==> config.mk <==
export PLATFORM = sky130hd
export DESIGN_NAME = cfir_cell
export DESIGN_NICKNAME = d
export VERILOG_FILES = /design/src/cfir_pkg.sv /design/src/cfir_cell.sv
export SDC_FILE = /design/constraint.sdc
export NUM_CORES = 2
export LEC_CHECK = 0
export BUFFER_PORTS_ARGS = -buffer_cell sky130_fd_sc_hd__buf_2
export CAP_MARGIN = 10
export CORE_UTILIZATION = 53
export DETAILED_ROUTE_END_ITERATION = 7
export PLACE_DENSITY = 0.75
export SYNTH_ARGS = -nofsm -noshare
export SYNTH_HDL_FRONTEND = slang
export SYNTH_SLANG_ARGS = --single-unit
==> constraint.sdc <==
create_clock -name i_clk -period 22.5 [get_ports i_clk]
set_input_delay 6.75 -clock i_clk [delete_from_list [all_inputs] [get_ports i_clk]]
set_output_delay 6.75 -clock i_clk [all_outputs]
set_load 0.01 [all_outputs]
==> src/cfir_pkg.sv <==
// ----------------------------------------------------------------------------
// Complex FIR matched filter package
// Widths, pipeline geometry and payload types shared by the filter files.
// ----------------------------------------------------------------------------
package cfir_pkg;

    localparam int NUM_TAPS     = 8;
    localparam int SAMPLE_WIDTH = 16;
    localparam int TAP_W        = 16;
    localparam int CFG_W        = 2 * TAP_W;
    localparam int CFG_IDX_W    = 3;
    localparam int FRAC_BITS    = SAMPLE_WIDTH - 1;
    localparam int PROD_W       = TAP_W + SAMPLE_WIDTH + 1;
    localparam int TREE_LVLS    = (NUM_TAPS > 1) ? $clog2(NUM_TAPS) : 1;
    localparam int LEAVES       = 1 << TREE_LVLS;
    localparam int ACC_W        = PROD_W + TREE_LVLS;
    localparam int PIPE_STAGES  = TREE_LVLS + 3;

    typedef struct packed {
        logic signed [SAMPLE_WIDTH-1:0] re;
        logic signed [SAMPLE_WIDTH-1:0] im;
    } t_smp;

    typedef struct packed {
        logic signed [TAP_W-1:0] re;
        logic signed [TAP_W-1:0] im;
    } t_tap;

    typedef struct packed {
        logic signed [PROD_W-1:0] re;
        logic signed [PROD_W-1:0] im;
    } t_prod;

    typedef struct packed {
        logic signed [ACC_W-1:0] re;
        logic signed [ACC_W-1:0] im;
    } t_acc;

    typedef struct packed {
        logic shift;
        logic load;
    } t_cell_ctl;

endpackage

==> src/cfir_cell.sv <==
// ----------------------------------------------------------------------------
// Complex FIR tap cell
// Holds one delay-line sample, passes it on, and forms its complex product.
// ----------------------------------------------------------------------------
module cfir_cell import cfir_pkg::*; (
    input  logic      i_clk,
    input  logic      i_rst_n,
    input  t_cell_ctl i_ctl,
    input  t_tap      i_tap,
    input  t_smp      i_smp,
    output t_smp      o_smp,
    output t_prod     o_prod
);

    t_smp  r_smp;
    t_prod r_prod;
    t_prod n_prod;

    logic signed [TAP_W+SAMPLE_WIDTH-1:0] w_rr;
    logic signed [TAP_W+SAMPLE_WIDTH-1:0] w_ii;
    logic signed [TAP_W+SAMPLE_WIDTH-1:0] w_ri;
    logic signed [TAP_W+SAMPLE_WIDTH-1:0] w_ir;

    always_comb begin
        w_rr      = i_tap.re * r_smp.re;
        w_ii      = i_tap.im * r_smp.im;
        w_ri      = i_tap.re * r_smp.im;
        w_ir      = i_tap.im * r_smp.re;
        n_prod.re = PROD_W'(w_rr) - PROD_W'(w_ii);
        n_prod.im = PROD_W'(w_ri) + PROD_W'(w_ir);
    end

    always_ff @(posedge i_clk) begin
        if (!i_rst_n) begin
            r_smp <= '0;
        end else if (i_ctl.shift) begin
            r_smp <= i_smp;
        end
    end

    always_ff @(posedge i_clk) begin
        if (i_ctl.load) begin
            r_prod <= n_prod;
        end
    end

    assign o_smp  = r_smp;
    assign o_prod = r_prod;

endmodule

Yosys cells after proc, flatten, opt, wreduce, memory -nomap -nowiden:

Index checks and enable logic that the tools add are counted.

* add/sub/neg operators: 2
* multiply operators: 4

Operators by type and width (number)
* multiplier 16 x 16 -> 32 bit: 4
* adder 32 x 32 -> 33 bit: 1
* subtractor 32 x 32 -> 33 bit: 1

* bits in registers: 98
* bits of input ports: 68
* output and inout bits: 98
* logic and storage cells: 10

Logic depth before layout (Yosys ltp):

* depth after elaboration: 2
* mapped depth: 27
* gate-level depth less buffers: 26

Worst setup path before layout:

OpenSTA, ideal clock, no wires.

* path type: input port to flip-flop
* start point: input port i_tap[15] (netlist bit)
* end point: register r_prod (netlist bit o_prod[64]) (data pin)
* library setup time: 258 ps
* data arrival time: 13697 ps
* required time: 22242 ps
* slack: 8546 ps
* stages: 23
* path buffers: 1
* cell sequence: clkbuf_1 nand2_1 inv_1 fa_1 fa_1 fa_1 inv_1 fa_1 fa_1 fa_1 fa_1 inv_1 fa_1 inv_1 ha_1 nand3_1 or2_2 or4b_1 o311a_1 a31oi_2 a211o_1 a21oi_1 xnor2_1

RTL lines
* start: declaration: line cfir_cell.sv:9 `input t_tap i_tap,`
* end signal: assignment: line cfir_cell.sv:43 `r_prod <= n_prod;`
* end: declaration: line cfir_cell.sv:16 `t_prod r_prod;`

==> results.toml <==
[yosys]
yosysWarnings = 0
async_flop_share = 0
synth_fa_ha_area_frac = 0.6279
synth-edff-count = 66
synth-main-ff-cell = "edfxtp_1"
synth_compound_gate_area_share = 0.02352
syn-cell-area_um2 = 43570
yosys-top-cells-area = "fa_1 (54%), inv_1 (11%), ha_1 (8.9%)"
yosysTopAreaCell = "fa_1"
synth_nets = 6056
yosys.area_share.simple = 0.1349
netlist_instances = 4505
synthMuxAreaShare = 0.008040
avgSynthCellArea_um2 = 9.672
synth_top_family_by_area = "adder cells"
ys_types = 60
synth_top_area_share = 0.5389
seq_area_frac_synth = 0.06019
synth-seq-cells = 98
synth-xor-area-share = 0.01849

[worst_setup_path]
r2r-start = "o_smp[0]"
start_kind = "input pin"
worstSetupPathType = "in -> reg"
crit_top_cell = "fa_1"
worst-path-max-fanout = 32
crit_path_end_kind = "register"
path_cells = "buf_2 -> nand2_1 -> inv_1 -> fa_1 -> fa_1 -> fa_1 -> inv_1 -> fa_1 -> inv_1 -> fa_1 -> fa_1 -> fa_1 -> inv_1 -> fa_1 -> inv_1 -> ha_1 -> nand2_1 -> or2_2 -> or4b_1 -> o311a_1 -> a31oi_2 -> a211o_1 -> a21oi_1 -> xnor2_1"
worstPathBufferInverterCount = 6
crit_required_ns = 22.66
r2r_setup_slack_ns = 13.82
cpPeakStageDelay_ns = 0.71
r2r_cells = 23
cp.arrival_ns = 14.75
cpMaxStageDelayCell = "fa_1"
critPathTopFamily = "adder cells"
reg2reg_to = "o_prod[64]"

[drt]
route.detailed.drc = 0
drtIter0Drc = 1914
drt-total-wl_mm = 102.7
postRouteAntennaNets = 0
via_per_inst = 5.274
wl_per_cell_um = 18.37
first_pass_iters = 5
num_vias = 29480

[cts]
post_cts_buffers = 0
cts_sinks = 98
numCtsBuffers = 9
cts_tree = "built"
cts.path.max_buffers = 2
cts-resized-gates = 0
cts.clk_slew.worst_paths_ns = 0.07
htree_levels = 3
clk-insertion-delay-late_ns = 0.42
hold_buffers = 0
cts-root-buf = "clkbuf_16"

[worst_hold_path]
worstHoldEndpoint = "o_smp[26]"
min_from = "o_smp[26]"
hold_class = "reg -> reg"
min_delay_path_depth = 2

[sta]
tns_ns = 0
slew_violations = 0
rsz0062_at_grt = "false"
fin_crit_ns = 14.59
relSlewSlack = 0.2488
setup_violations = 0
worstMarginPinSlew_ns = 1.126
finalCritPeriodShare = 0.6484
hold_viol = 0
fin_skew_ns = 0.01534
timing.fmax_ghz = 0.06855

[finish]
fin_nets = 6073
drive_above_1_share = 0.05346
syn_to_final_growth_pct = 4.675

[die]
dieArea_um2 = 83370
design.core.area_um2 = 80940
die_h_um = 288.7
initial_core_util = 0.5384
fp.dieW_um = 288.7
fp-row-count = 104
io_pins = 166

[place]
portBuffers = 165
place.gp.congestion = 0.8400
dp_hpwl_mm = 79.33

[grt]
grt_pass1_vias = 33140
grt.total_usage = 0.2699
grt_pass1_wl_mm = 173.0
grt_max_degree = 43
grt_overflow = 0
antenna_found_initial = 13

[status]
status = "complete, no violations"

[job]
drv_cap = 0
-- synth_stat cells, types with 4 or more instances --
library cell,instances
a211oi_1,8
a21o_1,22
a21oi_1,48
a31oi_1,4
and2_1,476
and3_1,8
clkbuf_1,198
dfxtp_1,32
edfxtp_1,66
fa_1,1173
ha_1,310
inv_1,1270
mux2i_1,35
nand2_1,513
nand2b_1,30
nand3_1,12
nand4_1,4
nor2_1,66
nor2b_1,35
nor3_1,11
o211ai_1,8
o21a_1,6
o21ai_0,24
xnor2_1,70
xor2_1,22
-- kinds of logic after synthesis --
group / count (synthesis)
adder cells (fa/ha/maj): 1483
buffers and inverters: 1473
AND/OR/NAND/NOR: 1172
AO/OA/AOI/OAI: 152
flip-flops: 98
XOR/XNOR: 92
multiplexers: 35
-- routing by layer --
metal	global-route usage	part of all wire
met1	0.3486	0.39
met2	0.4618	0.50
met3	0.04787	0.074
met4	0.08645	0.033
met5	0	0.0012
-- worst reg2reg max path, cell delays in order, from the launching register on --
cell and delay (ns):
dfxtp_1 0.75, buf_4 0.41, nand2_1 0.20, inv_1 0.68
fa_1 0.58, fa_1 0.48, fa_1 0.49, inv_1 0.05
fa_1 0.49, fa_1 0.58, fa_1 0.43, fa_1 0.49
inv_1 0.05, fa_1 0.48, inv_1 0.04, ha_1 0.36
nand3_1 0.17, or2_2 0.35, or4b_1 0.53, o311a_1 0.21
a31oi_2 0.25, a211o_1 0.18, a21oi_1 0.07, xnor2_1 0.12
-- area by class of cell --
| cell class | count | area, um2 |
|---|---|---|
| well taps | 1060 | 1326 |
| multi-input cells | 2934 | 35420 |
| fillers | 6996 | 35330 |
| flip-flops and latches | 98 | 2629 |
| repair buffers | 208 | 1151 |
| clock buffers | 12 | 279.0 |
| clock inverters | 4 | 28.78 |
| diodes | 2 | 5.005 |
| inverters | 1271 | 4771 |
-- placed cells by master (no fill, tap or decap), types with 24 or more instances in the layout --
cell	synthesis	routed
a21oi_1	48	48
and2_1	476	476
buf_2	1	164
buf_4	0	44
dfxtp_1	32	27
edfxtp_1	66	66
fa_1	1173	1173
ha_1	310	310
inv_1	1270	1270
mux2i_1	35	35
nand2_1	513	513
nand2b_1	30	30
nor2_1	66	66
nor2b_1	35	35
o21ai_0	24	24
xnor2_1	70	70
-- registers in the layout (all words and copies together), names as in the netlist --
register  count
o_prod       66
o_smp        32
-- how the worst max path moves through the flow --
| stage | from | to | slack [ns] | depth (start not counted) |
|---|---|---|---|---|
| 3_5_place_dp | i_tap[31] | o_prod[64] | 7.56 | 24 |
| 3_3_place_gp | i_tap[31] | o_prod[64] | 7.71 | 24 |
| 2_1_floorplan | i_tap[15] | o_prod[64] | 8.55 | 23 |
| 6_report | i_tap[31] | o_prod[64] | 7.91 | 24 |
| 5_1_grt | i_tap[31] | o_prod[64] | 7.60 | 24 |
| 4_1_cts | i_tap[31] | o_prod[64] | 7.99 | 24 |
-- through the flow --
step / util / cell area [um2] / hold WS (ns) / cells / setup slack (ns)
after global placement: 0.5597 / 45300 / 0.5003 / 5571 / 7.709
after global routing: 0.5635 / 45610 / 0.5553 / 5588 / 7.604
after CTS: 0.5635 / 45610 / 0.5307 / 5587 / 7.986
after floorplan: - / 43570 / 0.5818 / 4505 / 8.546
final: 0.5635 / 45610 / 0.5234 / 5589 / 7.911
after detailed placement: 0.5597 / 45300 / 0.5101 / 5571 / 7.557
Power is left out: the tool's default activity adds up to more than one toggle a clock period on the data nets, which glitch-free logic cannot reach.
