===== src/cfir_pkg.sv =====
// ----------------------------------------------------------------------------
// Complex FIR matched filter package
// Widths, pipeline geometry and payload types shared by the filter files.
// ----------------------------------------------------------------------------
package cfir_pkg;

    localparam int NUM_TAPS     = 8;
    localparam int SAMPLE_WIDTH = 16;
    localparam int TAP_W        = 16;
    localparam int CFG_W        = 2 * TAP_W;
    localparam int CFG_IDX_W    = 3;
    localparam int FRAC_BITS    = SAMPLE_WIDTH - 1;
    localparam int PROD_W       = TAP_W + SAMPLE_WIDTH + 1;
    localparam int TREE_LVLS    = (NUM_TAPS > 1) ? $clog2(NUM_TAPS) : 1;
    localparam int LEAVES       = 1 << TREE_LVLS;
    localparam int ACC_W        = PROD_W + TREE_LVLS;
    localparam int PIPE_STAGES  = TREE_LVLS + 3;

    typedef struct packed {
        logic signed [SAMPLE_WIDTH-1:0] re;
        logic signed [SAMPLE_WIDTH-1:0] im;
    } t_smp;

    typedef struct packed {
        logic signed [TAP_W-1:0] re;
        logic signed [TAP_W-1:0] im;
    } t_tap;

    typedef struct packed {
        logic signed [PROD_W-1:0] re;
        logic signed [PROD_W-1:0] im;
    } t_prod;

    typedef struct packed {
        logic signed [ACC_W-1:0] re;
        logic signed [ACC_W-1:0] im;
    } t_acc;

    typedef struct packed {
        logic shift;
        logic load;
    } t_cell_ctl;

endpackage


===== src/cfir_tree.sv =====
// ----------------------------------------------------------------------------
// Complex FIR adder tree
// Registered pairwise sum of the cell products, one tree level per stage.
// ----------------------------------------------------------------------------
module cfir_tree import cfir_pkg::*; (
    input  logic  i_clk,
    input  logic  i_rst_n,
    input  t_prod i_prod [NUM_TAPS],
    input  logic  i_vld,
    input  logic  i_take,
    output logic  o_ready,
    output logic  o_vld,
    output t_acc  o_sum
);

    logic signed [ACC_W-1:0] r_re [1:LEAVES-1];
    logic signed [ACC_W-1:0] r_im [1:LEAVES-1];
    logic signed [ACC_W-1:0] w_re [1:2*LEAVES-1];
    logic signed [ACC_W-1:0] w_im [1:2*LEAVES-1];
    logic [TREE_LVLS-1:0]    r_vld;
    logic [TREE_LVLS-1:0]    w_en;

    always_comb begin
        w_en[0] = !r_vld[0] || i_take;
        for (int d = 1; d < TREE_LVLS; d++) begin
            w_en[d] = !r_vld[d] || w_en[d-1];
        end
    end

    for (genvar j = 1; j < 2 * LEAVES; j++) begin : g_wire
        if (j < LEAVES) begin : g_node
            assign w_re[j] = r_re[j];
            assign w_im[j] = r_im[j];
        end else if (j - LEAVES < NUM_TAPS) begin : g_leaf
            assign w_re[j] = ACC_W'(i_prod[j-LEAVES].re);
            assign w_im[j] = ACC_W'(i_prod[j-LEAVES].im);
        end else begin : g_pad
            assign w_re[j] = '0;
            assign w_im[j] = '0;
        end
    end

    for (genvar i = 1; i < LEAVES; i++) begin : g_sum
        localparam int D = $clog2(i + 1) - 1;
        always_ff @(posedge i_clk) begin
            if (w_en[D]) begin
                r_re[i] <= w_re[2*i] + w_re[2*i+1];
                r_im[i] <= w_im[2*i] + w_im[2*i+1];
            end
        end
    end

    always_ff @(posedge i_clk) begin
        if (!i_rst_n) begin
            r_vld <= '0;
        end else begin
            if (w_en[TREE_LVLS-1]) begin
                r_vld[TREE_LVLS-1] <= i_vld;
            end
            for (int d = 0; d < TREE_LVLS - 1; d++) begin
                if (w_en[d]) begin
                    r_vld[d] <= r_vld[d+1];
                end
            end
        end
    end

    assign o_ready  = w_en[TREE_LVLS-1];
    assign o_vld    = r_vld[0];
    assign o_sum.re = w_re[1];
    assign o_sum.im = w_im[1];

endmodule


===== config.mk =====
export PLATFORM = sky130hd
export DESIGN_NAME = cfir_tree
export DESIGN_NICKNAME = d
export VERILOG_FILES = /design/src/cfir_pkg.sv /design/src/cfir_tree.sv
export SDC_FILE = /design/constraint.sdc
export NUM_CORES = 1
export LEC_CHECK = 0
export BUFFER_PORTS_ARGS = -buffer_cell sky130_fd_sc_hd__clkbuf_2
export CAP_MARGIN = 5
export CELL_PAD_IN_SITES_DETAIL_PLACEMENT = 0
export CELL_PAD_IN_SITES_GLOBAL_PLACEMENT = 1
export CORE_ASPECT_RATIO = 0.8
export CORE_MARGIN = 2
export CORE_UTILIZATION = 45
export DETAILED_ROUTE_END_ITERATION = 8
export PLACE_DENSITY = 0.87
export SYNTH_ARGS = -nofsm -noshare
export SYNTH_HDL_FRONTEND = slang
export SYNTH_SLANG_ARGS = --single-unit

===== constraint.sdc =====
create_clock -name i_clk -period 29.8 [get_ports i_clk]
set_input_delay 5.96 -clock i_clk [delete_from_list [all_inputs] [get_ports i_clk]]
set_output_delay 5.96 -clock i_clk [all_outputs]
set_load 0.05 [all_outputs]

After elaboration in Yosys (flattened, before gate mapping):

Memory sizes are Yosys's and may differ from the RTL's.
Cells that the tools add are included.

* muxes and demuxes: 6
* $add $sub $neg: 14
* reduce and logical (&&, ||, !) cells: 6

Operators by type and width (count)
* $add 33x33->34: 8
* $add 36x36->36: 6
* $mux 1: 6
* $logic_not 1->1: 3
* $logic_or 1x1->1: 3

* memories kept: 2
* flip-flop bits (word level): 3
* memory bits (writable): 504
* output and inout bits: 74
* input port bits: 532

Memory list
* r_im: words 7, bits a word 36, rd ports 7, clocked after Yosys merged registers in 0, wr ports 7, line cfir_tree.sv:17 `logic signed [ACC_W-1:0] r_im [1:LEAVES-1];`
* r_re: words 7, bits a word 36, rd ports 7, clocked after Yosys merged registers in 0, wr ports 7, line cfir_tree.sv:16 `logic signed [ACC_W-1:0] r_re [1:LEAVES-1];`

Longest topological paths before layout:

* depth in word-level cells: 6
* mapped depth: 13
* mapped depth without buffers: 13

Worst setup path before layout:

OpenSTA, ideal clock, no wires.

* path type: input-to-output
* start point: in i_take
* end point: out o_ready
* slack: 11.260 ns
* path buffers: 0
* arrival: 12.580 ns
* stages on the path: 2
* cells stage by stage: nor2b_1 nand3_1

* word-level cells in the longest chain between the ends: 3

RTL lines
* start: declaration: line cfir_tree.sv:10 `input logic i_take,`
* $logic_or 1x1->1: line cfir_tree.sv:24 `w_en[0] = !r_vld[0] || i_take;`
* $logic_or 1x1->1 (2 in a row): line cfir_tree.sv:26 `w_en[d] = !r_vld[d] || w_en[d-1];`
* end: declaration: line cfir_tree.sv:11 `output logic o_ready,`

Every way passes these cells.

Worst setup path after layout:

Ends and elaborated chain as after synthesis.

==> impl_metrics.ini <==
[synthesis]
synth_cell_type_count = 90
yosys_warnings = 0
async_flop_share_pct = 0
synthesis.area_mm2 = 0.0379
ys_seq_area_share_pct = 38.8
synthCells = 3721
synth_top_flop_cell = edfxtp_1
synth_edf_count = 488
avgSynthCellArea_um2 = 10.2
ys_ff_latch = 491
synthesis.nets = 4737

[cts]
clockRootBuffer = clkbuf_16
ctsResizeCount = 0
clk_pin_slew_ps = 60
cts_sinks = 491
clockBufferDepth = 3
htreeDepth = 2
insertion_delay_ps = 610
cts_setup_buffers = 0
tritoncts = done
hold_buffers = 0
cts_buffers = 52

[die]
num_rows = 95
die_w_um = 329
floorplan.initialDensity_pct = 45.3
core_area_mm2 = 0.0837
dieHeight_um = 264
ios = 606
die-area_mm2 = 0.0866

[outcome]
run_status = completed

[timing]
period_minus_slack_ps = 13810
worst_slack_ps = 15990
final-hold-violation-count = 0
max_freq_ghz = 0.0724
fin_hold_ws_ps = 547
period_share_pct = 46.3
setup_viol = 0
report.final.slew_viol_count = 0
fin_setup_tns_ps = 0
grt_setup_unrepaired = false
fin_skew_ps = 29.7
tightestPinTransition_ps = 1140
max_slew_margin_pct = 24.1

[grt]
grt_pass1_wl_um = 156000
grt-ovfl-total = 0
antenna_found_initial = 4
grt.total_usage_pct = 22.7
grt_max_degree = 75
grt_pass1_vias = 29100

[cells_and_area]
drive_gt1_share_pct = 17.0
stdcell_area_mm2 = 0.0434
fin_cells = 5427
fill_cells = 7738
areaGrowthSynthToFinish_pct = 14.4
fin_nets = 5287
fin_util_pct = 51.8
layout_common_cells = 605 x clkbuf_2, 488 x edfxtp_1, 470 x ha_1, 398 x a21oi_1, 286 x xnor2_1
seq_area_mm2 = 0.0147
final_common_cell = clkbuf_2
multi_input_area_mm2 = 0.0219

[pwr]
p_leak_nw = 19.6
powerDensity_mw_per_mm2 = 92.0
peakVddDrop_uv = 94.9
power_mw = 3.99

[place]
place_ws_ps = 15890
portBuffers = 605
gp_congestion = 0.938
post_dp_cell_area_mm2 = 0.0417
hpwl_um = 82700
dp.cells = 5332

[worst_hold_path]
min_delay_worst_endpoint = r_re[0][36]
hold_path.class = reg -> reg
whs_path_depth = 1
min_from = r_re[0][108]

[routing]
drtAntennaViolNets = 0
routed_wl_um = 101000
vias_per_cell = 5.55
firstDrtPassIters = 5
first_iter_violations = 2157
vias = 30100
wl_per_cell_um = 18.7
remaining_drc_errors = 0

[worst_setup_path]
critPathRequiredTime_ps = 23840
r2r_start = r_re[0][217]
path_max_fanout = 65
r2r_cells = 11
ff2ff_setup_slack_ps = 26140
arrival_ps = 7850
critPathCaptureType = output port
worst_r2r_endpoint = r_re[0][141]
crit_type = in -> out
cp-start-kind = input port

[job]
drv_cap = 0
==> registers in the layout, summed over array words and instances (netlist names) <==
| register | cells |
|---|---|
| r_im | 244 |
| r_re | 244 |
| r_vld | 3 |
==> metal layers <==
metal / global-route usage [%] / vias up / part of all wire (%)
li1: - / 15100 / -
met4: 5.08 / 0 / 2.1
met3: 3.08 / 115 / 5.4
met5: 0 / - / 0
met1: 29.4 / 14100 / 43
met2: 40.1 / 798 / 49
==> logic make-up after synthesis <==
logic type,synth area share (%)
AOI/OAI and AO/OA,21.6
and+or+nand+nor,10.3
DFF,38.8
adders and majority gates,16.2
xor gates and xnor gates,9.65
buffers and inverters,3.38
==> power breakdown <==
| group | internal [mW] | total [mW] | switching [mW] |
|---|---|---|---|
| registers | 1.14 | 1.26 | 0.119 |
| clock network | 0.374 | 0.651 | 0.277 |
| logic | 0.816 | 2.08 | 1.27 |
| total | 2.33 | 3.99 | 1.66 |
==> worst max path at each step <==
stage | depth (start not counted) | start | slack (ps) | end
6_report | 4 | i_take | 15990 | o_ready
5_1_grt | 4 | i_take | 15810 | o_ready
4_1_cts | 4 | i_take | 15920 | o_ready
3_5_place_dp | 4 | i_take | 15890 | o_ready
3_3_place_gp | 4 | i_take | 16000 | o_ready
2_1_floorplan | 2 | i_take | 11260 | o_ready
==> area by class of cell <==
| type | instances | area share (%) |
|---|---|---|
| antenna | 1 | 0.00577 |
| timing repair buffer | 613 | 7.12 |
| sequential | 491 | 33.9 |
| clock inverter | 29 | 0.744 |
| multi-input combinational | 2962 | 50.6 |
| inverter | 151 | 1.31 |
| clock buffer | 65 | 3.11 |
| tap | 1115 | 3.22 |
==> critical path, stage by stage <==
cell	delay [ps]
clkbuf_2	80
nor2b_1	490
nand3_4	820
clkbuf_2	490
==> synthesized netlist by cell type (17+ instances only) <==
library cell	count	share of area [%]
buf_4	72	1.4
a31oi_1	44	0.73
nor3_1	42	0.55
a21oi_1	398	5.3
inv_1	151	1.5
nand2_1	213	2.1
o31ai_1	22	0.44
a21o_1	225	4.5
xnor2_1	286	6.6
nor2_1	201	2.0
xor2_1	132	3.0
o21ai_0	190	2.5
and3_1	50	0.82
o21ai_1	20	0.26
o21bai_1	71	1.4
nand3_1	93	1.2
a21boi_0	17	0.34
o211ai_1	21	0.42
nand4_1	36	0.59
edfxtp_1	488	39
o21a_1	57	1.1
nand2b_1	56	0.92
clkbuf_1	39	0.39
nor2b_1	52	0.86
a211oi_1	30	0.59
ha_1	470	16
No activity file was read; power rests on OpenSTA's default activity.
